File: config.mk
export PLATFORM = sky130hd
export DESIGN_NAME = color_window_centroid
export DESIGN_NICKNAME = d
export VERILOG_FILES = /design/src/sv/cwc_pkg.sv /design/src/sv/cwc_div.sv /design/src/sv/cwc_dpath.sv /design/src/sv/cwc_ctrl.sv /design/src/sv/color_window_centroid.sv
export SDC_FILE = /design/constraint.sdc
export NUM_CORES = 1
export LEC_CHECK = 0
export ABC_CLOCK_PERIOD_IN_PS = 5900
export BUFFER_PORTS_ARGS = -buffer_cell sky130_fd_sc_hd__buf_2
export CAP_MARGIN = 15
export CELL_PAD_IN_SITES_DETAIL_PLACEMENT = 1
export CELL_PAD_IN_SITES_GLOBAL_PLACEMENT = 2
export CORE_MARGIN = 2
export CORE_UTILIZATION = 30
export DETAILED_ROUTE_END_ITERATION = 8
export PLACE_DENSITY_LB_ADDON = 0.3
export SYNTH_ARGS = -nofsm -noshare
export SYNTH_HDL_FRONTEND = slang
export SYNTH_SLANG_ARGS = --single-unit
File: constraint.sdc
create_clock -name i_clk -period 5.9 [get_ports i_clk]
set_input_delay 0.59 -clock i_clk [delete_from_list [all_inputs] [get_ports i_clk]]
set_output_delay 0.59 -clock i_clk [all_outputs]
set_load 0.01 [all_outputs]
File: src/sv/cwc_pkg.sv
// Shared types and constants for the color window centroid tracker.
// No dependencies; imported by every module of the block.
package cwc_pkg;

    localparam int IMAGE_WIDTH  = 320;
    localparam int IMAGE_HEIGHT = 240;

    // Field widths
    localparam int HUE_W   = 8;
    localparam int SAT_W   = 8;
    localparam int VAL_W   = 8;
    localparam int COL_W   = 9;
    localparam int ROW_W   = 8;
    localparam int CNT_W   = 17;
    localparam int SUM_W   = 25;
    localparam int RAD_W   = 9;
    localparam int LIM_W   = 9;
    localparam int CFG_A_W = 3;
    localparam int CFG_D_W = 9;

    // Window arithmetic widths
    localparam int DIFF_W = 11;             // signed col/row offset before range check
    localparam int OFFS_W = 10;             // signed offset once inside [-r, r-1]
    localparam int SQ_W   = 2 * RAD_W;      // squared offset / radius
    localparam int DIV_CNT_W = $clog2(SUM_W);

    localparam int IN_TDATA_W  = 48;
    localparam int OUT_TDATA_W = 40;

    localparam logic [COL_W-1:0] CENTRE_X_RESET = COL_W'(160);
    localparam logic [ROW_W-1:0] CENTRE_Y_RESET = ROW_W'(120);
    localparam logic [SUM_W-1:0] SUM_MAX = {SUM_W{1'b1}};
    localparam logic [CNT_W-1:0] CNT_MAX = {CNT_W{1'b1}};

    typedef enum logic [CFG_A_W-1:0] {
        CFG_HUE_ABOVE  = 3'd0,
        CFG_HUE_BELOW  = 3'd1,
        CFG_SAT_MIN    = 3'd2,
        CFG_SAT_MAX    = 3'd3,
        CFG_VAL_MIN    = 3'd4,
        CFG_VAL_MAX    = 3'd5,
        CFG_WIN_RADIUS = 3'd6
    } t_cfg_idx;

    typedef enum logic [2:0] {
        ST_ACCUM,
        ST_DRAIN,
        ST_START,
        ST_DIV,
        ST_DONE
    } t_state;

    // controller -> datapath
    typedef struct packed {
        logic in_ready;
        logic div_start;
        logic load_out;
    } t_cmd;

    // datapath -> controller
    typedef struct packed {
        logic last_accepted;
        logic last_retired;
        logic div_done;
        logic out_free;
    } t_status;

endpackage

File: src/sv/cwc_div.sv
// Dual restoring divider: two dividends share one divisor, one quotient bit a cycle.
// Depends on cwc_pkg.
module cwc_div
    import cwc_pkg::*;
(
    input  logic             i_clk,
    input  logic             i_rst_n,
    input  logic             i_start,
    input  logic [SUM_W-1:0] i_dividend_a,
    input  logic [SUM_W-1:0] i_dividend_b,
    input  logic [CNT_W-1:0] i_divisor,
    output logic             o_done,
    output logic [SUM_W-1:0] o_quot_a,
    output logic [SUM_W-1:0] o_quot_b
);

    logic [SUM_W-1:0]     r_qa, n_qa, r_qb, n_qb;
    logic [CNT_W-1:0]     r_ra, n_ra, r_rb, n_rb;
    logic [CNT_W-1:0]     r_d;
    logic [DIV_CNT_W-1:0] r_cnt;
    logic                 r_busy, r_done;

    logic [CNT_W:0] trial_a, trial_b, diff_a, diff_b;
    logic           ge_a, ge_b;

    always_comb begin
        trial_a = {r_ra, r_qa[SUM_W-1]};
        trial_b = {r_rb, r_qb[SUM_W-1]};
        diff_a  = trial_a - {1'b0, r_d};
        diff_b  = trial_b - {1'b0, r_d};
        ge_a    = trial_a >= {1'b0, r_d};
        ge_b    = trial_b >= {1'b0, r_d};
        n_ra    = ge_a ? diff_a[CNT_W-1:0] : trial_a[CNT_W-1:0];
        n_rb    = ge_b ? diff_b[CNT_W-1:0] : trial_b[CNT_W-1:0];
        n_qa    = {r_qa[SUM_W-2:0], ge_a};
        n_qb    = {r_qb[SUM_W-2:0], ge_b};
    end

    always_ff @(posedge i_clk) begin
        if (!i_rst_n) begin
            r_busy <= 1'b0;
            r_done <= 1'b0;
            r_cnt  <= '0;
        end else begin
            r_done <= 1'b0;
            if (i_start) begin
                r_busy <= 1'b1;
                r_cnt  <= '0;
            end else if (r_busy) begin
                r_cnt <= r_cnt + 1'b1;
                if (r_cnt == DIV_CNT_W'(SUM_W - 1)) begin
                    r_busy <= 1'b0;
                    r_done <= 1'b1;
                end
            end
        end
    end

    always_ff @(posedge i_clk) begin
        if (i_start) begin
            r_qa <= i_dividend_a;
            r_qb <= i_dividend_b;
            r_ra <= '0;
            r_rb <= '0;
            r_d  <= i_divisor;
        end else if (r_busy) begin
            r_qa <= n_qa;
            r_qb <= n_qb;
            r_ra <= n_ra;
            r_rb <= n_rb;
        end
    end

    assign o_done   = r_done;
    assign o_quot_a = r_qa;
    assign o_quot_b = r_qb;

endmodule

File: src/sv/cwc_dpath.sv
// Datapath: config registers, pixel classify/window pipeline, accumulators,
// centre register, divider and output register. Depends on cwc_pkg, cwc_div.
module cwc_dpath
    import cwc_pkg::*;
(
    input  logic                   i_clk,
    input  logic                   i_rst_n,
    input  t_cmd                   i_cmd,
    output t_status                o_status,
    input  logic                   i_cfg_we,
    input  logic [CFG_A_W-1:0]     i_cfg_addr,
    input  logic [CFG_D_W-1:0]     i_cfg_wdata,
    input  logic                   i_in_valid,
    input  logic [IN_TDATA_W-1:0]  i_in_data,
    input  logic                   i_in_last,
    output logic                   o_out_valid,
    input  logic                   i_out_ready,
    output logic [OUT_TDATA_W-1:0] o_out_data,
    output logic                   o_out_found
);

    // config
    logic [LIM_W-1:0]   r_hue_above, r_hue_below, r_sat_max, r_val_max;
    logic [SAT_W-1:0]   r_sat_min;
    logic [VAL_W-1:0]   r_val_min;
    logic [RAD_W-1:0]   r_rad;
    logic [SQ_W-1:0]    r_rad_sq;

    always_ff @(posedge i_clk) begin
        if (!i_rst_n) begin
            r_hue_above <= LIM_W'(320);
            r_hue_below <= LIM_W'(40);
            r_sat_min   <= SAT_W'(95);
            r_sat_max   <= LIM_W'(255);
            r_val_min   <= VAL_W'(95);
            r_val_max   <= LIM_W'(255);
            r_rad       <= RAD_W'(160);
        end else if (i_cfg_we) begin
            unique case (t_cfg_idx'(i_cfg_addr))
                CFG_HUE_ABOVE:  r_hue_above <= i_cfg_wdata;
                CFG_HUE_BELOW:  r_hue_below <= i_cfg_wdata;
                CFG_SAT_MIN:    r_sat_min   <= i_cfg_wdata[SAT_W-1:0];
                CFG_SAT_MAX:    r_sat_max   <= i_cfg_wdata;
                CFG_VAL_MIN:    r_val_min   <= i_cfg_wdata[VAL_W-1:0];
                CFG_VAL_MAX:    r_val_max   <= i_cfg_wdata;
                CFG_WIN_RADIUS: r_rad       <= i_cfg_wdata;
                default: ;
            endcase
        end
    end

    always_ff @(posedge i_clk) begin
        r_rad_sq <= r_rad * r_rad;
    end

    // input unpack
    logic [HUE_W-1:0] in_hue;
    logic [SAT_W-1:0] in_sat;
    logic [VAL_W-1:0] in_val;
    logic [COL_W-1:0] in_col;
    logic [ROW_W-1:0] in_row;
    logic             accept;

    assign in_hue = i_in_data[7:0];
    assign in_sat = i_in_data[15:8];
    assign in_val = i_in_data[23:16];
    assign in_col = i_in_data[32:24];
    assign in_row = i_in_data[40:33];
    assign accept = i_in_valid && i_cmd.in_ready;

    logic [COL_W-1:0] r_centre_x;
    logic [ROW_W-1:0] r_centre_y;

    // stage 1: classify, offsets and range check
    logic               hue_ok, colour_ok, in_frame, x_ok, y_ok;
    logic signed [DIFF_W-1:0] dx, dy, rad_s, neg_rad;

    always_comb begin
        hue_ok    = ({1'b0, in_hue} > r_hue_above) || ({1'b0, in_hue} < r_hue_below);
        colour_ok = hue_ok && (in_sat > r_sat_min) && ({1'b0, in_sat} < r_sat_max)
                    && (in_val > r_val_min) && ({1'b0, in_val} < r_val_max);
        in_frame  = (in_col < COL_W'(IMAGE_WIDTH)) && (in_row < ROW_W'(IMAGE_HEIGHT));
        dx        = $signed({2'b00, in_col}) - $signed({2'b00, r_centre_x});
        dy        = $signed({3'b000, in_row}) - $signed({3'b000, r_centre_y});
        rad_s     = $signed({2'b00, r_rad});
        neg_rad   = -rad_s;
        x_ok      = (dx >= neg_rad) && (dx < rad_s);
        y_ok      = (dy >= neg_rad) && (dy < rad_s);
    end

    logic                     r_s1_valid, r_s1_pass, r_s1_last;
    logic signed [OFFS_W-1:0] r_s1_dx, r_s1_dy;
    logic [COL_W-1:0]         r_s1_col, r_s2_col, r_s3_col;
    logic [ROW_W-1:0]         r_s1_row, r_s2_row, r_s3_row;
    logic                     r_s2_valid, r_s2_pass, r_s2_last;
    logic [SQ_W-1:0]          r_s2_dxsq, r_s2_dysq;
    logic                     r_s3_valid, r_s3_hit, r_s3_last;

    logic signed [2*OFFS_W-1:0] dx_prod, dy_prod;
    logic [SQ_W:0]              dist_sq;

    assign dx_prod = r_s1_dx * r_s1_dx;
    assign dy_prod = r_s1_dy * r_s1_dy;
    assign dist_sq = {1'b0, r_s2_dxsq} + {1'b0, r_s2_dysq};

    always_ff @(posedge i_clk) begin
        if (!i_rst_n) begin
            r_s1_valid <= 1'b0;
            r_s2_valid <= 1'b0;
            r_s3_valid <= 1'b0;
        end else begin
            r_s1_valid <= accept;
            r_s2_valid <= r_s1_valid;
            r_s3_valid <= r_s2_valid;
        end
    end

    always_ff @(posedge i_clk) begin
        r_s1_pass <= colour_ok && in_frame && x_ok && y_ok;
        r_s1_last <= i_in_last;
        r_s1_dx   <= dx[OFFS_W-1:0];
        r_s1_dy   <= dy[OFFS_W-1:0];
        r_s1_col  <= in_col;
        r_s1_row  <= in_row;

        r_s2_pass <= r_s1_pass;
        r_s2_last <= r_s1_last;
        r_s2_dxsq <= dx_prod[SQ_W-1:0];
        r_s2_dysq <= dy_prod[SQ_W-1:0];
        r_s2_col  <= r_s1_col;
        r_s2_row  <= r_s1_row;

        r_s3_hit  <= r_s2_pass && (dist_sq <= {1'b0, r_rad_sq});
        r_s3_last <= r_s2_last;
        r_s3_col  <= r_s2_col;
        r_s3_row  <= r_s2_row;
    end

    // accumulators, saturating
    logic [SUM_W-1:0] r_sum_cols, r_sum_rows;
    logic [CNT_W-1:0] r_hits, r_hits_hold;
    logic [SUM_W:0]   add_cols, add_rows;

    assign add_cols = {1'b0, r_sum_cols} + (SUM_W+1)'(r_s3_col);
    assign add_rows = {1'b0, r_sum_rows} + (SUM_W+1)'(r_s3_row);

    always_ff @(posedge i_clk) begin
        if (!i_rst_n) begin
            r_sum_cols <= '0;
            r_sum_rows <= '0;
            r_hits     <= '0;
        end else if (i_cmd.div_start) begin
            r_sum_cols <= '0;
            r_sum_rows <= '0;
            r_hits     <= '0;
        end else if (r_s3_valid && r_s3_hit) begin
            r_sum_cols <= add_cols[SUM_W] ? SUM_MAX : add_cols[SUM_W-1:0];
            r_sum_rows <= add_rows[SUM_W] ? SUM_MAX : add_rows[SUM_W-1:0];
            if (r_hits != CNT_MAX) begin
                r_hits <= r_hits + 1'b1;
            end
        end
    end

    always_ff @(posedge i_clk) begin
        if (i_cmd.div_start) begin
            r_hits_hold <= r_hits;
        end
    end

    // divider
    logic             div_done;
    logic [SUM_W-1:0] quot_cols, quot_rows;

    cwc_div u_div (
        .i_clk        (i_clk),
        .i_rst_n      (i_rst_n),
        .i_start      (i_cmd.div_start),
        .i_dividend_a (r_sum_cols),
        .i_dividend_b (r_sum_rows),
        .i_divisor    (r_hits),
        .o_done       (div_done),
        .o_quot_a     (quot_cols),
        .o_quot_b     (quot_rows)
    );

    // centre and output register
    logic             hits_nz;
    logic [COL_W-1:0] n_centre_x;
    logic [ROW_W-1:0] n_centre_y;
    logic             r_out_valid;
    logic [OUT_TDATA_W-1:0] r_out_data;
    logic             r_out_found;

    assign hits_nz    = r_hits_hold != '0;
    assign n_centre_x = hits_nz ? quot_cols[COL_W-1:0] : r_centre_x;
    assign n_centre_y = hits_nz ? quot_rows[ROW_W-1:0] : r_centre_y;

    always_ff @(posedge i_clk) begin
        if (!i_rst_n) begin
            r_centre_x  <= CENTRE_X_RESET;
            r_centre_y  <= CENTRE_Y_RESET;
            r_out_valid <= 1'b0;
        end else begin
            if (i_cmd.load_out) begin
                r_centre_x  <= n_centre_x;
                r_centre_y  <= n_centre_y;
                r_out_valid <= 1'b1;
            end else if (i_out_ready) begin
                r_out_valid <= 1'b0;
            end
        end
    end

    always_ff @(posedge i_clk) begin
        if (i_cmd.load_out) begin
            r_out_data  <= OUT_TDATA_W'({r_hits_hold, n_centre_y, n_centre_x});
            r_out_found <= hits_nz;
        end
    end

    assign o_out_valid = r_out_valid;
    assign o_out_data  = r_out_data;
    assign o_out_found = r_out_found;

    assign o_status.last_accepted = accept && i_in_last;
    assign o_status.last_retired  = r_s3_valid && r_s3_last;
    assign o_status.div_done      = div_done;
    assign o_status.out_free      = !r_out_valid || i_out_ready;

endmodule

File: src/sv/cwc_ctrl.sv
// Frame controller: sequences accumulate, drain, divide and result load.
// Depends on cwc_pkg.
module cwc_ctrl
    import cwc_pkg::*;
(
    input  logic    i_clk,
    input  logic    i_rst_n,
    input  t_status i_status,
    output t_cmd    o_cmd
);

    t_state r_state, n_state;

    always_ff @(posedge i_clk) begin
        if (!i_rst_n) begin
            r_state <= ST_ACCUM;
        end else begin
            r_state <= n_state;
        end
    end

    always_comb begin
        n_state = r_state;
        o_cmd   = '0;
        unique case (r_state)
            ST_ACCUM: begin
                o_cmd.in_ready = 1'b1;
                if (i_status.last_accepted) begin
                    n_state = ST_DRAIN;
                end
            end
            ST_DRAIN: begin
                // frame-end pixel reaches the accumulators
                if (i_status.last_retired) begin
                    n_state = ST_START;
                end
            end
            ST_START: begin
                o_cmd.div_start = 1'b1;
                n_state         = ST_DIV;
            end
            ST_DIV: begin
                if (i_status.div_done) begin
                    n_state = ST_DONE;
                end
            end
            ST_DONE: begin
                if (i_status.out_free) begin
                    o_cmd.load_out = 1'b1;
                    n_state        = ST_ACCUM;
                end
            end
            default: n_state = ST_ACCUM;
        endcase
    end

endmodule

File: src/sv/color_window_centroid.sv
// Top level of the color window centroid tracker.
// Depends on cwc_pkg, cwc_ctrl, cwc_dpath (which holds cwc_div).
//
// Tracks one colored object in a raster stream of HSV pixels. Each pixel is
// tested for object color (hue above hue_above or below hue_below, sat and val
// strictly inside their bounds) and for lying inside a circular window of
// window_radius around the current centre; hits are summed. Pixels are taken
// one per clock through a three-stage classify/square/compare pipeline. The
// pixel with tlast closes the frame: s_axis_tready drops while the pipeline
// drains and stays low through the start state, a shared 25-step restoring
// divider (one quotient bit per cycle for both column and row sums) and the
// load of the result register; that load is held back for as long as the
// previous result has not yet been taken downstream. The result carries
// the new centre (unchanged if no hit) and the hit count; found is set when
// the count is nonzero. Config registers are written by index through the
// i_cfg port; write them only while no frame is in flight. Pixels outside
// 320x240 never count; accumulators saturate on overlong frames.
module color_window_centroid
    import cwc_pkg::*;
(
    input  logic                   i_clk,
    input  logic                   i_rst_n,
    // config write port
    input  logic                   i_cfg_we,
    input  logic [CFG_A_W-1:0]     i_cfg_addr,
    input  logic [CFG_D_W-1:0]     i_cfg_wdata,
    // pixel stream
    input  logic                   s_axis_tvalid,
    output logic                   s_axis_tready,
    input  logic [IN_TDATA_W-1:0]  s_axis_tdata,  // hue[7:0] sat[15:8] val[23:16]
                                                  // col[32:24] row[40:33], rest 0
    input  logic                   s_axis_tlast,  // frame_end
    // result stream
    output logic                   m_axis_tvalid,
    input  logic                   m_axis_tready,
    output logic [OUT_TDATA_W-1:0] m_axis_tdata,  // centre_col[8:0] centre_row[16:9]
                                                  // pixel_count[33:17], rest 0
    output logic                   m_axis_tuser   // found
);

    t_cmd    cmd;
    t_status status;

    cwc_ctrl u_ctrl (
        .i_clk    (i_clk),
        .i_rst_n  (i_rst_n),
        .i_status (status),
        .o_cmd    (cmd)
    );

    cwc_dpath u_dpath (
        .i_clk       (i_clk),
        .i_rst_n     (i_rst_n),
        .i_cmd       (cmd),
        .o_status    (status),
        .i_cfg_we    (i_cfg_we),
        .i_cfg_addr  (i_cfg_addr),
        .i_cfg_wdata (i_cfg_wdata),
        .i_in_valid  (s_axis_tvalid),
        .i_in_data   (s_axis_tdata),
        .i_in_last   (s_axis_tlast),
        .o_out_valid (m_axis_tvalid),
        .i_out_ready (m_axis_tready),
        .o_out_data  (m_axis_tdata),
        .o_out_found (m_axis_tuser)
    );

    // ready is a state decode only, so it never depends on s_axis_tvalid
    assign s_axis_tready = cmd.in_ready;

endmodule
# Word-level counts from Yosys, hierarchy flattened
# Index checks and enable logic that the tools add are counted.
# W data, S select, Z words.
# word_totals
register_bits,425
# classes
addsub,10
n_mul,3
magnitude_cmp,15
eq_ne,16
n_mux,25
bitwise,2
n_reduce_logical,34
# op_table
cell,count
$mux W25,6
$ge A18 B17 Y1,2
$mul A9 B9 Y18,2
$mux W17,2
$sub A17 B17 Y17,2
$lt A8 B9 Y1,3
$add A25 B8 Y26,1
$add A25 B9 Y26,1
$add A18 B18 Y19,1
$le A19 B18 Y1,1
$mul A10 B10 Y18,1
$add A17 B1 Y17 const B,1
$ne A17 B17 Y1 const B,1
$reduce_bool A17 Y1,1
$gt A8 B8 Y1,2
$reduce_and A2 Y1,8
$logic_and A1 B1 Y1,15
$pmux W3 S5,1
$eq A3 B2 Y1 const B,4
$eq A3 B3 Y1 const B,4
$mux W3,4
$ge A11 B11 Y1,1
$ge A9 B11 Y1,1
$lt A11 B10 Y1,1
23 further kinds,39

# Depth between registers and ports, before layout
# depth
word_depth,9
depth_mapped,20
depth_no_buf,19

# Cells and area by module
# A second synthesis with hierarchy kept.
# unflattened
hier_cells,2994
area_unflattened_um2,29000.3
# modules_own_cells
module,n_inst,cells_per_inst,area_each_um2,seq_area_each_um2
cwc_dpath,1,2399,22639.2,7086.8
cwc_div,1,576,6178.4,2832.7
cwc_ctrl,1,19,182.7,60.1

# Worst setup path before layout
# No wires, ideal clock.
# synth_path
path_type,flip-flop to flip-flop
from,reg u_dpath.r_s1_dx[9]
to,reg u_dpath.r_s2_dxsq[17]
arrival_ns,4.924
required_ns,5.828
setup_slack_ns,0.904
path_stages_with_launch,18
n_path_buf,1
period_less_slack_ns,4.996
cell_sequence,dfxtp_1 -> clkbuf_1 -> clkinv_1 -> nor2_1 -> fa_1 -> fa_1 -> fa_1 -> inv_1 -> fa_1 -> fa_1 -> inv_1 -> ha_1 -> or3_1 -> o21ai_0 -> a21oi_1 -> a21o_1 -> a21oi_1 -> xnor2_1
# synth_via
elab_chain_len,1
# synth_lines
item,line,source
from (decl),cwc_dpath.sv:92,"logic signed [OFFS_W-1:0] r_s1_dx, r_s1_dy;"
from (signal assigned),cwc_dpath.sv:121,r_s1_dx <= dx[OFFS_W-1:0];
$mul A10 B10 Y18,cwc_dpath.sv:102,assign dx_prod = r_s1_dx * r_s1_dx;
net u_dpath.dx_prod[17],cwc_dpath.sv:99,"logic signed [2*OFFS_W-1:0] dx_prod, dy_prod;"
to (signal assigned),cwc_dpath.sv:128,r_s2_dxsq <= dx_prod[SQ_W-1:0];
to (decl),cwc_dpath.sv:96,"logic [SQ_W-1:0] r_s2_dxsq, r_s2_dysq;"
# The timed path passes the listed nets, and every way through them passes these cells.
# A chain may end at the register's enable or synchronous reset.

# Final worst setup path
# Ends and elaborated chain as after synthesis.

==> results.md <==
- The flow ran to the end, and the final reports show no timing, DRC or antenna violations.
- Synthesis inferred between 400 and 500 register bits.
- Relative to the synthesized area, the layout overhead comes to 12.94%.
- Of the available clock period, the critical path in the final layout requires 0.8944.
- The share of total power dissipated in combinational logic is 0.511.
- The transition time at the pin with the least slew margin is approximately 1.1 ns.
- The total wire length after detailed routing is roughly 77000 um.
- For the worst-skew pair, the clock arrives at the later sink with an insertion delay of 0.62 ns.
- The sequential share of the synthesized area is 0.3345.
- ~110 I/O pins were placed.
- The number of clock sinks is 422.
- The gate count of the mapped netlist is ~3100.
- The count of buffers added on input and output ports is 95.
- Yosys mapped a number of flops with a built-in enable equal to ~100.
- The clock root buffer master is sky130_fd_sc_hd__clkbuf_16.
- The share of synthesized flip-flops with an asynchronous set or reset is 0.
- In this run, distinct cell masters in the synthesized netlist total 84.
- The largest individual stage delay along the critical path comes from the cell sky130_fd_sc_hd__fa_1.
- The area occupied by registers is around 9500 um2.
- The count of nets left with antenna violations once routing finished came out at 0.
- Setup violations remaining at the end of the flow were counted as 0.
- The number of pins with negative max-slew slack in the final report is 0.
- The share of total power dissipated in the clock network is 0.236.
- After detailed routing, the number of remaining DRC violations is 0.
- The fraction of power spent switching nets is 0.3929.
- The first global-routing pass estimated between 100000 and 150000 um of wire.
- At the end of the flow, the number of nets in the layout was 3729.
- On the final layout, the worst clock skew is 0.02343 ns.
- The area of the die is between 90000 and 100000 um2.
- Prior to clock tree synthesis, the placed netlist has a worst setup slack of around 0.6 ns.
- The post-synthesis instance area is around 28000 um2.
- Using the TritonRoute via totals, the vias-per-cell ratio works out to 4.740.
- The number of global-route vias before repair is about 22000.
- The TritonCTS buffer count is 50.
- The start-to-end type of the worst setup path is reg -> reg.
- Entering global routing, the biggest net connects between 50 and 60 pins.
- The routed wire length per instance is 17.11 um.
- STA classifies the critical path endpoint as a flop.
- Summing all multi-input logic gate instances after layout gives between 15000 and 20000 um2.
- The total via count in the routed design is ~21000.
- The path class of the tightest hold or removal check is in -> reg.
- The standard cell core area is 93470 um2.
- The worst pin sits at a relative slew slack of 0.2815.
- Post-CTS timing repair inserted 0 buffers for setup.
- Traced cell by cell, the critical path runs through and2_1 -> fa_1 -> inv_1 -> fa_1 -> inv_1 -> fa_1 -> fa_1 -> inv_1 -> fa_1 -> inv_1 -> ha_1 -> and3_1 -> a31oi_1 -> a21oi_1 -> a21o_1 -> a21oi_1 -> xnor2_1.
- The finished cells cover 31970 um2.
- The number of gates resized after CTS is 0.
- The first routing iteration left between 800 and 900 violations.
- Setup slack on the critical path of the routed design comes to approximately 0.62 ns.
- The top flip-flop cell by instance count after synthesis is sky130_fd_sc_hd__dfxtp_1.
- The maximum clock frequency is about 0.19 GHz.
- The layout has 10835 filler cells.
- The share of synthesized area in the top cell type comes to 0.2263.
- For this run, the number of Yosys warnings is 0.
- Of the total power, registers draw 0.253.
- The routability-driven placement congestion ratio is ~0.79.
- On the worst path, the slowest cell contributes a delay of approximately 0.69 ns.
- The biggest area contributor in the post-synthesis netlist is sky130_fd_sc_hd__dfxtp_1.
- The die width is approximately 310 um.
- Along the worst path, the maximum fanout reaches 11.
- The cell repeated most along the worst path is sky130_fd_sc_hd__fa_1.
- After global routing the overflow that remains totals 0.
- TritonCTS built the clock tree.
- The row count is ~110.
- The number of buffers between clock root and the deepest sink is 3.
- The category of the worst setup path launch point is a flop.
- Measured on the finished design, the core utilization comes to 0.3421.
- The number of hold violations in the final report was 0.
- After clock tree synthesis, the clock-pin slew on the worst setup and hold paths is approximately 0.070 ns.
- In this run the static leakage power is approximately 0.014 uW.
- For this design, the CTS-stage hold fixing added 0 buffers.
- Max-cap violations in this run came to 0.
- At the worst endpoint, the required time is 6.39 ns.
- After synthesis, the cell types taking the most area are sky130_fd_sc_hd__dfxtp_1, sky130_fd_sc_hd__ha_1, sky130_fd_sc_hd__fa_1.
- The overall routing resource usage is 0.1587.
- The initial antenna violation count is 14.
- The peak supply drop is 331.8 uV.
- The final-layout setup total negative slack is 0 ns.
- Setup repair after global routing left no endpoint under its margin.
- The half-perimeter wire length after placement is 58970 um.
- In this run the cell area measured after placement is ~30000 um2.
- The analysis attributes to net switching a power of approximately 5400 uW.
- For this configuration, the core starts out at a cell density of 0.3029.
- The die outline height is around 310 um.
- The H-tree depth reported by CTS is 2.
- Cell internal power was estimated by the tool at roughly 8400 uW.
- STA puts the critical path data arrival time at about 5.8 ns.
- For this design the ratio of total power to cell area is roughly 430 nW/um2.
- Before antenna repair, the detailed router went through 5 iterations.
- The fraction of layout instances using a drive strength above 1 is 0.08067.
- The tightest hold path in the finished design has a slack of 0.09777 ns.
- The post-synthesis area per instance is 9.156 um2.
- The worst path needs ~5.3 ns of the cycle, external delays included.
-- state kept, by name, summed over array words and instances (netlist names), 10 cells and up --
| signal | count |
|---|---|
| u_dpath.o_out_data | 34 |
| u_dpath.r_hits | 17 |
| u_dpath.r_hits_hold | 17 |
| u_dpath.r_rad_sq | 17 |
| u_dpath.r_s1_dx | 10 |
| u_dpath.r_s2_dxsq | 17 |
| u_dpath.r_s2_dysq | 17 |
| u_dpath.r_sum_cols | 25 |
| u_dpath.r_sum_rows | 25 |
| u_dpath.u_div.o_quot_a | 25 |
| u_dpath.u_div.o_quot_b | 25 |
| u_dpath.u_div.r_ra | 17 |
| u_dpath.u_div.r_rb | 17 |
-- cell families after synthesis --
| family | count (synthesis) | synth area share |
|---|---|---|
| simple gates | 943 | 0.1519 |
| compound gates | 540 | 0.1225 |
| buf+inv | 510 | 0.06988 |
| fa+ha+maj | 482 | 0.2586 |
| flops | 422 | 0.3345 |
| xor+xnor | 158 | 0.04888 |
| mux | 36 | 0.01357 |
| other cells | 1 | 0.0001325 |
-- cells in the mapped netlist (39+ instances only) --
cell	instances
sky130_fd_sc_hd__inv_1	408
sky130_fd_sc_hd__xor2_1	57
sky130_fd_sc_hd__fa_1	172
sky130_fd_sc_hd__nor2_1	193
sky130_fd_sc_hd__ha_1	310
sky130_fd_sc_hd__clkbuf_1	71
sky130_fd_sc_hd__nor3_1	56
sky130_fd_sc_hd__nand3_1	63
sky130_fd_sc_hd__dfxtp_1	320
sky130_fd_sc_hd__nor2b_1	39
sky130_fd_sc_hd__a21oi_1	171
sky130_fd_sc_hd__o211ai_1	51
sky130_fd_sc_hd__nand2_1	420
sky130_fd_sc_hd__edfxtp_1	102
sky130_fd_sc_hd__xnor2_1	101
sky130_fd_sc_hd__o21ai_0	109
-- layout make-up --
class / count / area share
Antenna cell: 3 / 0.0002348
Inverter: 415 / 0.04872
Tap cell: 1254 / 0.04907
Sequential cell: 422 / 0.2962
Multi-Input combinational cell: 2165 / 0.5286
Clock buffer: 69 / 0.04551
Clock inverter: 25 / 0.008923
Timing Repair Buffer: 127 / 0.02278
-- through the flow --
stage | total power, uW | cells
3_3_place_gp | 10640 | 4382
4_1_cts | 14080 | 4476
6_report | 13780 | 4480
3_5_place_dp | 10670 | 4382
5_1_grt | 15180 | 4477
2_1_floorplan | 9011 | 3097
-- worst max-delay path: cells and delay by family (launching register included) --
| kind | cells | cell delay [ns] |
|---|---|---|
| AND/OR/NAND/NOR | 2 | 0.45 |
| AO/OA/AOI/OAI | 4 | 0.76 |
| XOR/XNOR | 1 | 0.08 |
| adder cells (fa/ha/maj) | 6 | 3.13 |
| flip-flops | 1 | 0.41 |
| buffers and inverters | 4 | 0.33 |
-- cell usage in the layout, fill, tap and decap left out, types with 31 or more instances in the layout --
cell                          n
sky130_fd_sc_hd__nand2_1    419
sky130_fd_sc_hd__clkbuf_16   52
sky130_fd_sc_hd__buf_2       95
sky130_fd_sc_hd__o211ai_1    51
sky130_fd_sc_hd__nor2b_1     39
sky130_fd_sc_hd__buf_4       31
sky130_fd_sc_hd__xnor2_1    101
sky130_fd_sc_hd__nor2_1     192
sky130_fd_sc_hd__nor3_1      55
sky130_fd_sc_hd__ha_1       310
sky130_fd_sc_hd__a21oi_1    171
sky130_fd_sc_hd__and2_1      34
sky130_fd_sc_hd__nand3_1     63
sky130_fd_sc_hd__o21ai_0    109
sky130_fd_sc_hd__fa_1       172
sky130_fd_sc_hd__edfxtp_1   102
sky130_fd_sc_hd__dfxtp_1    320
sky130_fd_sc_hd__inv_1      405
sky130_fd_sc_hd__xor2_1      57
-- final timing paths --
kind	startpoint	endpoint	slack (ns)	cells past startpoint
worst min register to register	u_dpath.r_s2_row[3]$_DFF_P_	u_dpath.r_s3_row[3]$_DFF_P_	0.33	0
worst max register to register	u_dpath.r_s1_dx[9]$_DFF_P_	u_dpath.r_s2_dxsq[17]$_DFF_P_	0.62	17
worst min-delay path	s_axis_tdata[33]	u_dpath.r_s1_row[0]$_DFF_P_	0.1	1
worst max-delay path	u_dpath.r_s1_dx[9]$_DFF_P_	u_dpath.r_s2_dxsq[17]$_DFF_P_	0.62	17
-- power by group through the flow --
| stage | clock [uW] | combinational [uW] | sequential (uW) |
|---|---|---|---|
| 6_report | 3250 | 7040 | 3490 |
| 5_1_grt | 3460 | 8200 | 3520 |
| 4_1_cts | 3360 | 7220 | 3500 |
| 3_5_place_dp | 0 | 7120 | 3550 |
| 3_3_place_gp | 0 | 7080 | 3560 |
| 2_1_floorplan | 0 | 5570 | 3440 |
-- routing by layer --
metal / global-route usage / share of wire / wire, um / vias to the layer above
li1: - / - / - / 10572
met4: 0.03502 / 0.018 / 1372 / 14
met1: 0.2192 / 0.49 / 37350 / 10334
met5: 0 / 0.0011 / 87 / -
met2: 0.2544 / 0.45 / 34500 / 223
met3: 0.03312 / 0.043 / 3331 / 90
Power figures use the tool's default switching activity.
